===== src/rtl/core/qsd_pkg.sv =====
// Package for the query string percent decoder.
// Holds the result codes, the pair state, the per-item step record and the hex digit decode.
// No dependencies.
package qsd_pkg;

    localparam int unsigned MaxResults = 2;
    localparam int unsigned QueueDepth = 2;

    localparam logic [7:0] ChEquals  = 8'h3D;
    localparam logic [7:0] ChAmp     = 8'h26;
    localparam logic [7:0] ChPercent = 8'h25;

    typedef enum logic [1:0] {
        KIND_NAME    = 2'd0,
        KIND_VALUE   = 2'd1,
        KIND_VALID   = 2'd2,
        KIND_DISCARD = 2'd3
    } t_kind;

    typedef enum logic [1:0] {
        ESC_NONE    = 2'd0,
        ESC_PERCENT = 2'd1,
        ESC_HIGH    = 2'd2
    } t_esc;

    typedef struct packed {
        logic       in_value;
        t_esc       escape_stage;
        logic [3:0] high_nibble;
        logic       pair_bad;
        logic       name_started;
    } t_state;

    localparam t_state StateReset = '{
        in_value:     1'b0,
        escape_stage: ESC_NONE,
        high_nibble:  4'd0,
        pair_bad:     1'b0,
        name_started: 1'b0
    };

    typedef struct packed {
        t_kind      kind;
        logic [7:0] out_byte;
    } t_result;

    // One queue entry holds every result of one item; res[0] goes out first.
    typedef struct packed {
        logic [1:0] cnt;
        t_result    res1;
        t_result    res0;
    } t_entry;

    typedef struct packed {
        logic       ok;
        logic [3:0] val;
    } t_hex;

    function automatic t_hex hex_val(input logic [7:0] c);
        t_hex h;
        h.ok  = 1'b1;
        h.val = 4'd0;
        if (c >= 8'h30 && c <= 8'h39) begin
            h.val = 4'(c - 8'h30);
        end else if (c >= 8'h61 && c <= 8'h66) begin
            h.val = 4'(c - 8'h57);
        end else if (c >= 8'h41 && c <= 8'h46) begin
            h.val = 4'(c - 8'h37);
        end else begin
            h.ok = 1'b0;
        end
        return h;
    endfunction

endpackage


===== src/rtl/core/qsd_if.sv =====
// Handshake channels of the query string percent decoder.
// Depends on qsd_pkg for the result kind type.
interface qsd_in_if;
    logic       valid;
    logic       ready;
    logic [7:0] in_byte;
    logic       final_req;

    modport source (output valid, output in_byte, output final_req, input ready);
    modport sink (input valid, input in_byte, input final_req, output ready);
endinterface

interface qsd_out_if;
    logic          valid;
    logic          ready;
    qsd_pkg::t_kind kind;
    logic [7:0]    out_byte;

    modport source (output valid, output kind, output out_byte, input ready);
    modport sink (input valid, input kind, input out_byte, output ready);
endinterface


===== src/rtl/core/qsd_step.sv =====
// Per-item decode step: from the pair state and one input byte, forms up to two results
// and the next pair state. Purely combinational. Depends on qsd_pkg.
module qsd_step (
    input  qsd_pkg::t_state i_state,
    input  logic [7:0]      i_byte,
    input  logic            i_last,
    output qsd_pkg::t_entry o_entry,
    output qsd_pkg::t_state o_state
);

    always_comb begin
        qsd_pkg::t_state s;
        qsd_pkg::t_entry e;
        qsd_pkg::t_hex   h;
        qsd_pkg::t_result r;
        logic            bad;
        s = i_state;
        e = '0;
        h = qsd_pkg::hex_val(i_byte);
        r = '0;
        bad = 1'b0;
        if (!s.in_value) begin
            if (i_byte == qsd_pkg::ChEquals) begin
                s.in_value = 1'b1;
                s.escape_stage = qsd_pkg::ESC_NONE;
                s.pair_bad = 1'b0;
                if (i_last) begin
                    e.cnt = 2'd1;
                    e.res0 = '{kind: qsd_pkg::KIND_VALID, out_byte: 8'd0};
                    s = qsd_pkg::StateReset;
                end
            end else begin
                e.cnt = 2'd1;
                e.res0 = '{kind: qsd_pkg::KIND_NAME, out_byte: i_byte};
                s.name_started = 1'b1;
                if (i_last) begin
                    e.cnt = 2'd2;
                    e.res1 = '{kind: qsd_pkg::KIND_DISCARD, out_byte: 8'd0};
                    s = qsd_pkg::StateReset;
                end
            end
        end else if (i_byte == qsd_pkg::ChAmp) begin
            bad = s.pair_bad || (s.escape_stage != qsd_pkg::ESC_NONE);
            e.cnt = 2'd1;
            e.res0.kind = bad ? qsd_pkg::KIND_DISCARD : qsd_pkg::KIND_VALID;
            e.res0.out_byte = 8'd0;
            s = qsd_pkg::StateReset;
        end else begin
            if (!s.pair_bad) begin
                if (s.escape_stage == qsd_pkg::ESC_NONE) begin
                    if (i_byte == qsd_pkg::ChPercent) begin
                        s.escape_stage = qsd_pkg::ESC_PERCENT;
                    end else begin
                        e.cnt = 2'd1;
                        e.res0 = '{kind: qsd_pkg::KIND_VALUE, out_byte: i_byte};
                    end
                end else if (!h.ok) begin
                    s.pair_bad = 1'b1;
                    s.escape_stage = qsd_pkg::ESC_NONE;
                    s.high_nibble = 4'd0;
                end else if (s.escape_stage == qsd_pkg::ESC_PERCENT) begin
                    s.high_nibble = h.val;
                    s.escape_stage = qsd_pkg::ESC_HIGH;
                end else begin
                    e.cnt = 2'd1;
                    e.res0 = '{kind: qsd_pkg::KIND_VALUE, out_byte: {s.high_nibble, h.val}};
                    s.escape_stage = qsd_pkg::ESC_NONE;
                    s.high_nibble = 4'd0;
                end
            end
            if (i_last) begin
                bad = s.pair_bad || (s.escape_stage != qsd_pkg::ESC_NONE);
                r.kind = bad ? qsd_pkg::KIND_DISCARD : qsd_pkg::KIND_VALID;
                r.out_byte = 8'd0;
                if (e.cnt == 2'd0) begin
                    e.res0 = r;
                end else begin
                    e.res1 = r;
                end
                e.cnt = e.cnt + 2'd1;
                s = qsd_pkg::StateReset;
            end
        end
        o_entry = e;
        o_state = s;
    end

endmodule


===== src/rtl/core/query_string_percent_decoder.sv =====
// Query string percent decoder: takes one byte of a query string per item, with a flag on
// the last byte, and gives name bytes, decoded value bytes and pair end markers, one per
// output item. A byte is taken into an input register, decoded combinationally against the
// pair state, and its results (one or two) are written as one entry into a two-entry
// result queue; a byte with no result writes no entry. Input items are accepted every cycle
// as long as output items are taken; an input byte that yields two results holds the input
// side back, because the output port delivers one result per cycle. Depends on qsd_pkg,
// qsd_if and qsd_step.
module query_string_percent_decoder (
    input  logic      i_clk,
    input  logic      i_rst_n,
    qsd_in_if.sink    i_in_ch,
    qsd_out_if.source o_out_ch
);

    logic            r_item_valid;
    logic [7:0]      r_item_byte;
    logic            r_item_last;
    qsd_pkg::t_state r_state;
    qsd_pkg::t_state n_state;
    qsd_pkg::t_entry step_entry;

    qsd_pkg::t_entry r_q [qsd_pkg::QueueDepth];
    logic            r_wr;
    logic            r_rd;
    logic [1:0]      r_count;
    logic            r_sub;

    qsd_pkg::t_entry head;
    qsd_pkg::t_result head_res;
    logic            pop_entry;
    logic            take;
    logic            push;

    qsd_step u_step (
        .i_state (r_state),
        .i_byte  (r_item_byte),
        .i_last  (r_item_last),
        .o_entry (step_entry),
        .o_state (n_state)
    );

    assign head      = r_q[r_rd];
    assign head_res  = r_sub ? head.res1 : head.res0;
    assign pop_entry = o_out_ch.valid && o_out_ch.ready && (r_sub == (head.cnt == 2'd2));
    assign take      = r_item_valid && ((r_count != 2'd2) || pop_entry);
    assign push      = take && (step_entry.cnt != 2'd0);

    assign i_in_ch.ready     = !r_item_valid || take;
    assign o_out_ch.valid    = (r_count != 2'd0);
    assign o_out_ch.kind     = head_res.kind;
    assign o_out_ch.out_byte = head_res.out_byte;

    always_ff @(posedge i_clk) begin
        if (!i_rst_n) begin
            r_item_valid <= 1'b0;
            r_state      <= qsd_pkg::StateReset;
            r_wr         <= 1'b0;
            r_rd         <= 1'b0;
            r_count      <= 2'd0;
            r_sub        <= 1'b0;
        end else begin
            if (i_in_ch.valid && i_in_ch.ready) begin
                r_item_valid <= 1'b1;
            end else if (take) begin
                r_item_valid <= 1'b0;
            end
            if (take) begin
                r_state <= n_state;
            end
            if (push) begin
                r_wr <= !r_wr;
            end
            if (pop_entry) begin
                r_rd  <= !r_rd;
                r_sub <= 1'b0;
            end else if (o_out_ch.valid && o_out_ch.ready) begin
                r_sub <= 1'b1;
            end
            r_count <= r_count + {1'b0, push} - {1'b0, pop_entry};
        end
    end

    always_ff @(posedge i_clk) begin
        if (i_in_ch.valid && i_in_ch.ready) begin
            r_item_byte <= i_in_ch.in_byte;
            r_item_last <= i_in_ch.final_req;
        end
        if (push) begin
            r_q[r_wr] <= step_entry;
        end
    end

endmodule

===== src/flat_wrapper.sv =====
// flat-port wrapper written by rule: the top's interface ports become plain ports
module query_string_percent_decoder_flat 
  (i_clk, i_rst_n, i_in_ch_valid, i_in_ch_in_byte, i_in_ch_final_req, i_in_ch_ready, o_out_ch_valid, o_out_ch_kind, o_out_ch_out_byte, o_out_ch_ready);
  qsd_in_if i_in_ch_i ();
  qsd_out_if o_out_ch_i ();
  input  logic i_clk;
  input  logic i_rst_n;
  input wire logic [$bits(i_in_ch_i.valid)-1:0] i_in_ch_valid;
  input wire logic [$bits(i_in_ch_i.in_byte)-1:0] i_in_ch_in_byte;
  input wire logic [$bits(i_in_ch_i.final_req)-1:0] i_in_ch_final_req;
  output wire logic [$bits(i_in_ch_i.ready)-1:0] i_in_ch_ready;
  output wire logic [$bits(o_out_ch_i.valid)-1:0] o_out_ch_valid;
  output wire logic [$bits(o_out_ch_i.kind)-1:0] o_out_ch_kind;
  output wire logic [$bits(o_out_ch_i.out_byte)-1:0] o_out_ch_out_byte;
  input wire logic [$bits(o_out_ch_i.ready)-1:0] o_out_ch_ready;
  assign i_in_ch_i.valid = i_in_ch_valid;
  assign i_in_ch_i.in_byte = i_in_ch_in_byte;
  assign i_in_ch_i.final_req = i_in_ch_final_req;
  assign i_in_ch_ready = i_in_ch_i.ready;
  assign o_out_ch_valid = o_out_ch_i.valid;
  assign o_out_ch_kind = o_out_ch_i.kind;
  assign o_out_ch_out_byte = o_out_ch_i.out_byte;
  assign o_out_ch_i.ready = o_out_ch_ready;
  query_string_percent_decoder u_core (.i_clk(i_clk), .i_rst_n(i_rst_n), .i_in_ch(i_in_ch_i), .o_out_ch(o_out_ch_i));
endmodule

===== config.mk =====
export PLATFORM = sky130hd
export DESIGN_NAME = query_string_percent_decoder_flat
export DESIGN_NICKNAME = d
export VERILOG_FILES = /design/src/rtl/core/qsd_pkg.sv /design/src/rtl/core/qsd_if.sv /design/src/rtl/core/qsd_step.sv /design/src/rtl/core/query_string_percent_decoder.sv /design/src/flat_wrapper.sv
export SDC_FILE = /design/constraint.sdc
export NUM_CORES = 1
export LEC_CHECK = 0
export ABC_AREA = 1
export BUFFER_PORTS_ARGS = -buffer_cell sky130_fd_sc_hd__clkbuf_2
export CAP_MARGIN = 20
export CORE_MARGIN = 3
export CORE_UTILIZATION = 63
export CTS_CLUSTER_SIZE = 16
export DETAILED_ROUTE_END_ITERATION = 10
export PLACE_DENSITY = 0.91
export SLEW_MARGIN = 10
export SYNTH_ARGS = -nofsm -noshare
export SYNTH_HDL_FRONTEND = slang
export SYNTH_SLANG_ARGS = --single-unit

===== constraint.sdc =====
create_clock -name i_clk -period 4.7 [get_ports i_clk]
set_input_delay 0.47 -clock i_clk [delete_from_list [all_inputs] [get_ports i_clk]]
set_output_delay 0.47 -clock i_clk [all_outputs]
set_load 0.005 [all_outputs]

After elaboration in Yosys (flattened, before gate mapping). Memories as Yosys holds them, arrays and structs flattened. A register that Yosys moved wholly into a read port is not among the register bits. Cells that the tools add are included.

Reduce and logical (&&, ||, !) cells: 27. Add/subtract/negate cells: 6. Order comparisons: 6. Bitwise operators: 1. Multiplexer cells: 55. Eq/ne operators: 9.

Operators with widths (count): 10-bit two-way mux (10); 9-bit two-way mux (8); 22-bit two-way mux (2); 8-bit by 6-bit == test with 1-bit output, second input constant (3); 7-bit two-way mux (3); 8-bit by 7-bit >= comparator with 1-bit output, second input constant (2); 8-bit by 7-bit less-or-equal comparator with 1-bit output, second input constant (2); 1-bit two-way mux (16); 2-bit two-way mux (8); 12-bit two-way mux (1); 4-bit two-way mux (3); 6-bit two-way mux (2); 2-bit nonzero test (6); 8-bit by 6-bit >= comparator with 1-bit output, second input constant (1); 8-bit by 6-bit less-or-equal comparator with 1-bit output, second input constant (1); 1-bit logical AND (8); 8-bit two-way mux (1); 4-bit by 3-bit subtractor with 4-bit output, second input constant (2); 3-bit by 2-bit inequality test with 1-bit output, second input constant (2); 5-bit two-way mux (1); 2-bit zero test (2); 1-bit logical OR (4); 4-bit AND reduction (1); 4-bit by 1-bit subtractor with 4-bit output, second input constant (1); other kinds (12) (14).

Bits in registers: 23. Logic and storage cells: 116. Bits of input ports: 13. Memories kept: 1. Memory bits (writable): 44.

Memory list: u_core.r_q (words 2, width 22, read ports 1, clocked after memory_dff 1, write ports 1, line query_string_percent_decoder.sv:23) `qsd_pkg::t_entry r_q [qsd_pkg::QueueDepth];`.

Longest topological paths before layout.
Depth after elaboration: 22. Mapped depth: 21. Gate-level depth less buffers: 21.

Cells and area by module. From an unflattened synthesis, not the netlist that was laid out.

Cell total of the unflattened synthesis: 389. Area total of the unflattened synthesis: 3525.9 sq um.

Modules (own cells, without submodules): query_string_percent_decoder (seq. area each 1911.8 sq um, times used 1, cells an instance 198, area an instance 2539.9 sq um); qsd_step (seq. area each 0.0 sq um, times used 1, cells an instance 191, area an instance 985.9 sq um).

Least setup slack after synthesis. Ideal clock, no wire load.

Path type: reg-to-reg. Start: reg u_core.r_item_byte[1]. End: mem u_core.r_q[0][0] (netlist bit), enable pin. Slack: 1.757 ns. Stages on the path, launching flop included: 20. Path buffers: 0. Period minus slack after synthesis: 2.943 ns. Data arrival time: 2.561 ns. Cells stage by stage: edfxtp_1 inv_1 ha_1 nand2_1 nor2_4 nand2_1 nand2_2 nand2_4 nand2_4 inv_2 nand2_2 nand2_2 inv_1 ha_1 inv_1 o21ai_2 inv_1 a21oi_4 inv_1 nor2_1.

Word-level cells in the longest chain between the ends: 18. Elaborated cells between the ends (all ways): 30. Classes of those cells: add/sub: 1; order compare: 6; eq/ne: 3; mux: 15; reduce/logical: 5.

RTL lines: start, declared (line query_string_percent_decoder.sv:17) `logic [7:0] r_item_byte;`; start signal, assigned (line query_string_percent_decoder.sv:86) `r_item_byte <= i_in_ch.in_byte;`; 8-bit by 7-bit >= comparator with 1-bit output / 8-bit by 7-bit less-or-equal comparator with 1-bit output (equally long branches) (line qsd_pkg.sv:67) `end else if (c >= 8'h41 && c <= 8'h46) begin`; 1-bit logical AND (line qsd_pkg.sv:67); 1-bit two-way mux (line qsd_pkg.sv:67); 1-bit two-way mux (line qsd_pkg.sv:65) `end else if (c >= 8'h61 && c <= 8'h66) begin`; 1-bit two-way mux (line qsd_pkg.sv:63) `if (c >= 8'h30 && c <= 8'h39) begin`; 1-bit two-way mux (line qsd_step.sv:57) `end else if (!h.ok) begin`; 2-bit two-way mux (line qsd_step.sv:50) `if (s.escape_stage == qsd_pkg::ESC_NONE) begin`; 2-bit two-way mux (line qsd_step.sv:49) `if (!s.pair_bad) begin`; [2 not listed]; 2-bit by 1-bit adder with 2-bit output (line qsd_step.sv:80) `e.cnt = e.cnt + 2'd1;`; 22-bit two-way mux (line qsd_step.sv:71) `if (i_last) begin`; 2-bit two-way mux (line qsd_step.sv:42) `end else if (i_byte == qsd_pkg::ChAmp) begin`; 22-bit two-way mux * (line qsd_step.sv:22) `if (!s.in_value) begin`; 2-bit nonzero test * (line query_string_percent_decoder.sv:47) `assign push = take && (step_entry.cnt != 2'd0);`; 1-bit logical AND * (line query_string_percent_decoder.sv:47); 1-bit two-way mux * (line query_string_percent_decoder.sv:89) `if (push) begin`; 1-bit two-way mux (not written as such) * (line query_string_percent_decoder.sv:90) `r_q[r_wr] <= step_entry;`; end, declared (line query_string_percent_decoder.sv:23).

Every way passes the cells marked *; elsewhere a longest branch is shown, timed or not. The select of a mux whose other input is x is not followed.

Final worst setup path.
Start: reg u_core.r_item_byte[1]. End: mem u_core.r_q[0][8] (netlist bit), enable pin.

Same word-level chain as after synthesis.

==> flow_metrics.py <==
metrics = {
    "outcome": {
        "outcome": "finished clean",
    },
    "timing": {
        "fmax_ghz": 0.2984,
        "setup_viol": 0,
        "finalSetupTns_ps": 0,
        "finalMaxSlewViolations": 0,
        "skew_ps": 8.783,
        "fin_crit_ps": 3351,
        "finalHoldViolCount": 0,
        "tightest_slew_ps": 957.3,
        "max_slew_margin": 0.3594,
        "rsz0062_at_grt": "false",
        "post-route-period-util": 0.7130,
        "holdWs_ps": 335.8,
    },
    "placement": {
        "port_buffers": 24,
        "place.gp.congestion": 0.9058,
        "place_hpwl_um": 3710,
        "post-place-cells": 375,
    },
    "global_routing": {
        "grt_use_total": 0.2036,
        "grt_start_max_net_pins": 17,
        "grt_antenna_before_repair": 0,
        "grt_pass1_wl_um": 8224,
        "gr-total-overflow": 0,
        "grt_pass1_vias": 1880,
    },
    "pwr": {
        "vdd_drop_max_v": 0.0002276,
        "powerDensity_nw_per_um2": 382.3,
        "power_leakage_nw": 1.280,
        "total_power_mw": 1.128,
    },
    "floorplanning": {
        "start_util": 0.6623,
        "die_y_um": 71.54,
        "die_w_um": 71.54,
        "io_pins": 25,
        "die_area_um2": 5118,
        "rows": 23,
        "core_area_um2": 4086,
    },
    "worst_setup_path": {
        "critPathLaunch": "u_core.r_item_byte[1]$_DFFE_PP_",
        "required_ps": 4630,
        "crit_end": "u_core.r_q[0][8]$_DFFE_PP_",
        "cp_slowest_stage_delay_ps": 720,
        "path_common_cell": "inv_1",
        "arrival_ps": 3280,
        "reg2reg_depth": 19,
        "crit_chain": "inv_1 > ha_1 > nand2_1 > nor2_4 > nand2_1 > nand2_2 > nand2_4 > nand2_4 > inv_2 > nand2_2 > nand2_2 > inv_1 > ha_1 > inv_1 > o21ai_2 > inv_1 > a21oi_4 > inv_1 > nor2_1",
        "worstPathMaxFanout": 13,
        "crit_type": "register to register",
        "slowest_stage": "nor2_1",
        "endpoint_kind": "register",
        "critPathLaunchType": "register",
        "crit-reg2reg-launch": "u_core.r_item_byte[1]$_DFFE_PP_",
        "r2r_slack_ps": 1350,
        "rr_endpoint": "u_core.r_q[0][8]$_DFFE_PP_",
    },
    "finish": {
        "final_util": 0.7223,
        "areaGrowthSynthToFinish_pct": 9.061,
        "multi_input_area_um2": 1176,
        "n_antenna_cell": 0,
        "fill_cells": 312,
        "instances_no_fill": 383,
        "layout.nets": 356,
        "drive_above_1_share": 0.1982,
        "final_cell_mix": "nand2_1 (73), edfxtp_1 (35), inv_1 (34), nor2_1 (34), clkbuf_2 (24)",
        "layout_commonest_cell": "nand2_1",
        "seqCellArea_um2": 1351,
    },
    "cts": {
        "cts_tree": "done",
        "cts_buffer_depth": 2,
        "htreeDepth": 2,
        "cts_buffers": 5,
        "clk_latency_ps": 300,
        "postCtsSetupRepairBufs": 0,
        "cts_hold_buf": 0,
        "cts.sinks": 50,
        "cts-root-buf": "clkbuf_8",
        "clkTransAtPathRegs_ps": 80,
        "cts_resized": 0,
    },
    "synthesis": {
        "syn_inst": 305,
        "synth.net_count": 329,
        "ys_types": 33,
        "yosysTopAreaCellShare": 0.3883,
        "ys_seq_area_frac": 0.4993,
        "syn_area_um2": 2706,
        "ys_seq_elements": 50,
        "postSynthAreaPerCell_um2": 8.873,
        "ys.warnings.count": 0,
        "synth.top_cells.by_area": "edfxtp_1 (39%), dfxtp_1 (11%), nand2_1 (10%)",
        "synth_top_area_cell": "edfxtp_1",
    },
    "drt": {
        "drtIter0Drc": 108,
        "wirelength_um": 4831,
        "firstDrtPassIters": 4,
        "antenna_left": 0,
        "vias": 2027,
        "avgViaCountPerCell": 5.292,
        "wl_per_cell_um": 12.61,
        "drc": 0,
    },
    "min_path": {
        "hp-class": "primary input to register",
        "hold_path_depth": 1,
    },
    "run": {
        "cap_violations": 0,
    },
}
## sequential cells by signal, indices dropped and copies added, names as in the netlist, named ones only
register             count
u_core.r_count           2
u_core.r_item_byte       8
u_core.r_item_last       1
u_core.r_item_valid      1
u_core.r_q              26
u_core.r_rd              1
u_core.r_state           8
u_core.r_sub             1
u_core.r_wr              1
## power breakdown
group          internal (mW)  leakage, nW  total, mW  switching (mW)
Sequential             0.533        0.449      0.575          0.0427
Clock                  0.105       0.0374      0.236           0.132
Combinational          0.121        0.794      0.317           0.195
## synthesized netlist by cell type
cell type   n
nand2_4     5
xor2_1      3
nand4_2     1
o21a_1      1
nand2_1    73
o211ai_1    1
o21ai_0    21
o22ai_1     2
ha_1       11
edfxtp_1   35
clkbuf_8    1
clkinv_1    1
a21oi_4     1
o22ai_4     1
dfxtp_1    15
nand2_2     7
o22a_1      1
inv_2       6
o22ai_2     1
o21ai_1     4
a21oi_1    14
a211oi_1    1
nand3b_1    1
nor2_2      3
nor2_1     34
inv_1      34
nand3_1    13
clkbuf_1    3
nand4_1     1
o21ai_2     1
nand3_2     3
nor2_4      5
nand3_4     1
## kinds of logic (layout without fill, tap and decap cells)
kind of cell	after synthesis	after routing	share of synthesized area
adders and majority gates	11	11	0.05085
xor gates and xnor gates	3	3	0.009711
AOI/OAI and AO/OA	49	49	0.1096
DFF	50	50	0.4993
buffers and inverters	45	73	0.06611
and+or+nand+nor	147	147	0.2644
## how the worst min path moves through the flow
| stage | from | endpoint | slack, ps |
|---|---|---|---|
| final | i_in_ch_in_byte[7] | u_core.r_item_byte[7]$_DFFE_PP_ | 340 |
| after global routing | i_in_ch_in_byte[3] | u_core.r_item_byte[3]$_DFFE_PP_ | 330 |
| after CTS | i_in_ch_final_req | u_core.r_item_last$_DFFE_PP_ | 330 |
| after detailed placement | u_core.r_rd$_SDFFE_PN0P_ | u_core.r_rd$_SDFFE_PN0P_ | 450 |
| after global placement | u_core.r_rd$_SDFFE_PN0P_ | u_core.r_rd$_SDFFE_PN0P_ | 430 |
| after floorplan | u_core.r_rd$_SDFFE_PN0P_ | register | 430 |
## critical path, delay by kind of cell (launching register included)
kind	cells	cell delay, ps
and+or+nand+nor	9	1390
DFF	1	470
AOI/OAI and AO/OA	2	330
buffers and inverters	6	460
adders and majority gates	2	340
## routing by layer
| layer | vias to the layer above | track usage | part of all wire | routed length [µm] |
|---|---|---|---|---|
| met4 | 0 | 0.09186 | 0.020 | 95 |
| met1 | 905 | 0.2548 | 0.46 | 2237 |
| met2 | 61 | 0.3327 | 0.46 | 2231 |
| met5 | - | 0 | 0 | 0 |
| met3 | 9 | 0.05189 | 0.055 | 266 |
| li1 | 1052 | - | - | - |
## area by class of cell
cell class / count / share of cell area
inverters: 41 / 0.05214
clock buffers: 6 / 0.02459
repair buffers: 24 / 0.04070
flip-flops and latches: 50 / 0.4578
well taps: 50 / 0.02120
multi-input cells: 210 / 0.3985
clock inverters: 2 / 0.005087
## through the flow
step / setup WS (ps) / instance area [µm²]
after CTS: 1332 / 2952
after floorplan: 1757 / 2706
after detailed placement: 1340 / 2864
after global placement: 1497 / 2864
after global routing: 1039 / 2952
final: 1349 / 2952
No activity file was read; power rests on OpenSTA's default activity.
